--- config.mk ---
export PLATFORM = sky130hd
export DESIGN_NAME = cle_ctrl
export DESIGN_NICKNAME = d
export VERILOG_FILES = /design/src/hdl/cle_pkg.sv /design/src/hdl/cle_ctrl.sv
export SDC_FILE = /design/constraint.sdc
export NUM_CORES = 1
export LEC_CHECK = 0
export ABC_CLOCK_PERIOD_IN_PS = 2300
export BUFFER_PORTS_ARGS = -buffer_cell sky130_fd_sc_hd__buf_4
export CORE_AREA = 2 2 39 41
export CTS_CLUSTER_DIAMETER = 120
export CTS_CLUSTER_SIZE = 10
export DETAILED_ROUTE_END_ITERATION = 8
export DIE_AREA = 0 0 41 43
export SLEW_MARGIN = 20
export SYNTH_ARGS = -nofsm -noshare
export SYNTH_HDL_FRONTEND = slang
export SYNTH_SLANG_ARGS = --single-unit
--- constraint.sdc ---
create_clock -name clk -period 2.3 [get_ports clk]
set_input_delay 0.345 -clock clk [delete_from_list [all_inputs] [get_ports clk]]
set_output_delay 0.345 -clock clk [all_outputs]
set_load 0.005 [all_outputs]
--- src/hdl/cle_pkg.sv ---
// shared types and constants for the cursor line editor
// no dependencies; imported by every module of the block
`default_nettype none

package cle_pkg;

  typedef logic [1:0] action_t;

  localparam action_t ACT_KEY   = 2'd0;
  localparam action_t ACT_READ  = 2'd1;
  localparam action_t ACT_CLEAR = 2'd2;

  localparam logic [7:0] KEY_LEFT  = 8'h3C;
  localparam logic [7:0] KEY_RIGHT = 8'h3E;
  localparam logic [7:0] KEY_BACK  = 8'h2D;

  // commands from the controller to the datapath
  typedef struct packed {
    logic accept;   // input transaction taken, launch memory reads
    logic finish;   // apply the edit and load the output register
  } cle_cmd_t;

endpackage

`default_nettype wire

--- src/hdl/cle_ctrl.sv ---
// controller: two-state sequencer and output valid flag
// depends on cle_pkg
`default_nettype none

module cle_ctrl (
  input  wire               clk,
  input  wire               rst_n,
  input  wire               in_valid,
  output logic              in_stall,
  output logic              out_valid,
  input  wire               out_stall,
  output cle_pkg::cle_cmd_t cmd
);
  import cle_pkg::*;

  typedef enum logic [1:0] {
    ST_IDLE = 2'b01,
    ST_FIN  = 2'b10
  } state_t;

  state_t state_r, state_nxt;
  logic   out_valid_r, out_valid_nxt;
  logic   out_free;

  assign out_free = !out_valid_r || !out_stall;

  always_comb begin
    state_nxt  = state_r;
    cmd.accept = 1'b0;
    cmd.finish = 1'b0;
    case (state_r)
      ST_IDLE: begin
        if (in_valid) begin
          cmd.accept = 1'b1;
          state_nxt  = ST_FIN;
        end
      end
      ST_FIN: begin
        // hold the read data until the output register can take the result
        if (out_free) begin
          cmd.finish = 1'b1;
          state_nxt  = ST_IDLE;
        end
      end
      default: state_nxt = ST_IDLE;
    endcase
  end

  always_comb begin
    out_valid_nxt = out_valid_r;
    if (cmd.finish) begin
      out_valid_nxt = 1'b1;
    end else if (!out_stall) begin
      out_valid_nxt = 1'b0;
    end
  end

  always_ff @(posedge clk) begin
    if (!rst_n) begin
      state_r     <= ST_IDLE;
      out_valid_r <= 1'b0;
    end else begin
      state_r     <= state_nxt;
      out_valid_r <= out_valid_nxt;
    end
  end

  assign in_stall  = (state_r != ST_IDLE);
  assign out_valid = out_valid_r;

endmodule

`default_nettype wire

==> impl_metrics.csv <==
group,metric,value,unit
routing,vias,129,
global_route,first_global_vias,119,
yosys,yosys_warnings,0,
setup_path,crit_type,"reg2out",
power_and_ir_drop,p_clk_frac,0.557,
die,rows,14,
die,design.core.area,1380,sq um
yosys,synth_fp_nets,17,
setup_path,worstSetupEndpointType,"primary output",
global_route,gr-total-overflow,0,
worst_hold_path,min_to,"state_r[0]",
clocking,numCtsBuffers,3,
clocking,htreeDepth,1,
die,initial_core_util,0.0922,
yosys,ys_ff_latch,3,
layout,fillers,156,
flow_run,drv_cap,0,
yosys,seq_area_frac_synth,0.471,
setup_path,required,1.96,ns
power_and_ir_drop,switching_share,0.207,
routing,drt_first_pass_iters,1,
power_and_ir_drop,ir_drop,0.144,mV
layout,seq_area,60.1,sq um
yosys,synthDistinctLibCells,10,
yosys,ys.flop_type,"dfxtp_1",
routing,routed_wl,251,microns
place,portBuffers,7,
routing,drc,0,
sta,tightest_slew,0.119,ns
worst_hold_path,hp-start,"rst_n",
power_and_ir_drop,comb_power_share,0.100,
clocking,post-cts-setup-buffers,0,
die,die_area,1760,sq um
clocking,cts_tree,"done",
layout,nets,28,
clocking,clk_root_buffer_cell,"clkbuf_4",
yosys,syn-cell-area,128,sq um
power_and_ir_drop,leakage,0.101,nW
routing,drtIter0Drc,0,
setup_path,critPathLaunch,"state_r[0]",
worst_hold_path,hp-class,"in2reg",
clocking,insertion_delay,0.23,ns
layout,drive_gt1_frac,0.435,
setup_path,crit_arrival,0.95,ns
yosys,synthMostInstantiatedCell,"dfxtp_1",
routing,routedWlPerCell,6.44,microns
clocking,hold_buffers,0,
sta,setup_ws,1.01,ns
layout,multi_input_area,60.1,sq um
yosys,synthTopCellsByArea,"dfxtp_1 (47%), nand2b_1 (9.8%), and4b_1 (7.8%)",
routing,viasPerCell,3.31,
die,die_w,41,microns
power_and_ir_drop,p_int,0.131,mW
sta,hold_violations,0,
sta,drv_slew,0,
sta,final-setup-viol-count,0,
setup_path,setup.worst_path.start_class,"register",
setup_path,r2r_cells,2,
global_route,grt_max_degree,5,
sta,period_needed,1.29,ns
sta,period_share,0.562,
status,status,"finished clean",
sta,timing.hold.ws,0.307,ns
global_route,antenna_found_initial,0,
clocking,clock_sinks,3,
setup_path,worst_r2r_endpoint,"state_r[1]",
sta,finClkSkew,0.00233,ns
clocking,clk_pin_slew,0.04,ns
die,io_pins,8,
yosys,synthTopCellsByCount,"dfxtp_1 (3), nand2b_1 (2)",
sta,clock.fmax,0.774,GHz
power_and_ir_drop,seqPwrFrac,0.343,
clocking,cts_resized,0,
yosys,postSynth.asyncResetShare,0,
setup_path,reg2reg_from,"state_r[0]",
power_and_ir_drop,p_total,0.166,mW
layout,fin_util,0.158,
power_and_ir_drop,power_density,756,nW/um^2
global_route,grt_pass1_wl,324,microns
layout,diodes,0,
die,die_y,43,microns
yosys,yosysTopAreaCell,"dfxtp_1",
layout,areaGrowthSynthToFinish,71.6,%
yosys,yosys.area.top_type_share,0.471,
yosys,synth_enable_flop_cells,0,
yosys,synthCells,13,
sta,tns,0,ns
routing,ant_nets,0,
place,gp_congestion,0.496,
place,dp_hpwl,198,microns
worst_hold_path,whs_path_depth,2,
sta,slew_headroom,0.920,
place,dpl_worst_slack,1.19,ns
setup_path,critPathMaxFanout,4,
yosys,syn_area_per_cell,9.82,sq um
power_and_ir_drop,power.switching,0.0344,mW
clocking,cts_buffer_depth,2,
setup_path,ff2ff_setup_slack,1.46,ns
sta,rsz0062_at_grt,"false",
global_route,grt_use_total,0.0331,
## power groups by stage
| stage | sequential (mW) | clock (mW) | combinational [mW] |
|---|---|---|---|
| 2_1_floorplan | 0.0571 | 0 | 0.00664 |
| 3_3_place_gp | 0.0574 | 0 | 0.0168 |
| 3_5_place_dp | 0.0575 | 0 | 0.0168 |
| 4_1_cts | 0.0567 | 0.0972 | 0.0170 |
| 5_1_grt | 0.0569 | 0.0986 | 0.0186 |
| 6_report | 0.0567 | 0.0922 | 0.0166 |
## per-stage QoR
step | area [sq um] | instances
final | 219 | 39
after global routing | 219 | 39
after CTS | 219 | 39
after detailed placement | 193 | 35
after global placement | 193 | 35
after floorplan | 128 | 13
## worst max path at each step
stage                     cells past startpoint  endpoint  slack, ns
final                                         3    cmd[0]       1.01
after global routing                          3    cmd[0]       0.95
after CTS                                     3    cmd[0]       0.99
after detailed placement                      3    cmd[1]       1.19
after global placement                        3    cmd[1]       1.19
after floorplan                               3    cmd[0]       1.30
## sequential cells by signal, indices dropped and copies added (netlist names)
signal	flops
out_valid	1
state_r	2
## worst max-delay path: stages, from the launching register on
cell,delay (ns)
dfxtp_1,0.32
nand2b_1,0.16
a21oi_1,0.12
buf_4,0.12
## cells by family (layout without fill, tap and decap cells)
| logic type | Yosys count | after routing | share of synthesized area |
|---|---|---|---|
| buffers and inverters | 1 | 11 | 0.0588 |
| AO/OA/AOI/OAI | 4 | 4 | 0.196 |
| AND/OR/NAND/NOR | 5 | 5 | 0.274 |
| flip-flops | 3 | 3 | 0.471 |
## metal layers
metal	global-route usage	wire (microns)
met5	0	0
met4	0.0600	16
met3	0.0157	23
met2	0.0563	133
met1	0.00958	78
## cells in the final DEF, fill, tap and decap left out
| master | instances |
|---|---|
| nand2_1 | 1 |
| and3b_1 | 1 |
| clkbuf_1 | 1 |
| o21a_1 | 1 |
| buf_4 | 7 |
| clkbuf_4 | 3 |
| nand2b_1 | 2 |
| a21oi_1 | 1 |
| a21boi_0 | 1 |
| dfxtp_1 | 3 |
| and4b_1 | 1 |
| o21ai_1 | 1 |
## final cells by class
cell class	count	share of cell area
clock buffers	4	0.120
repair buffers	7	0.240
flip-flops and latches	3	0.274
well taps	16	0.0914
multi-input cells	9	0.274
Note: power is estimated with default switching activity, not from simulation.
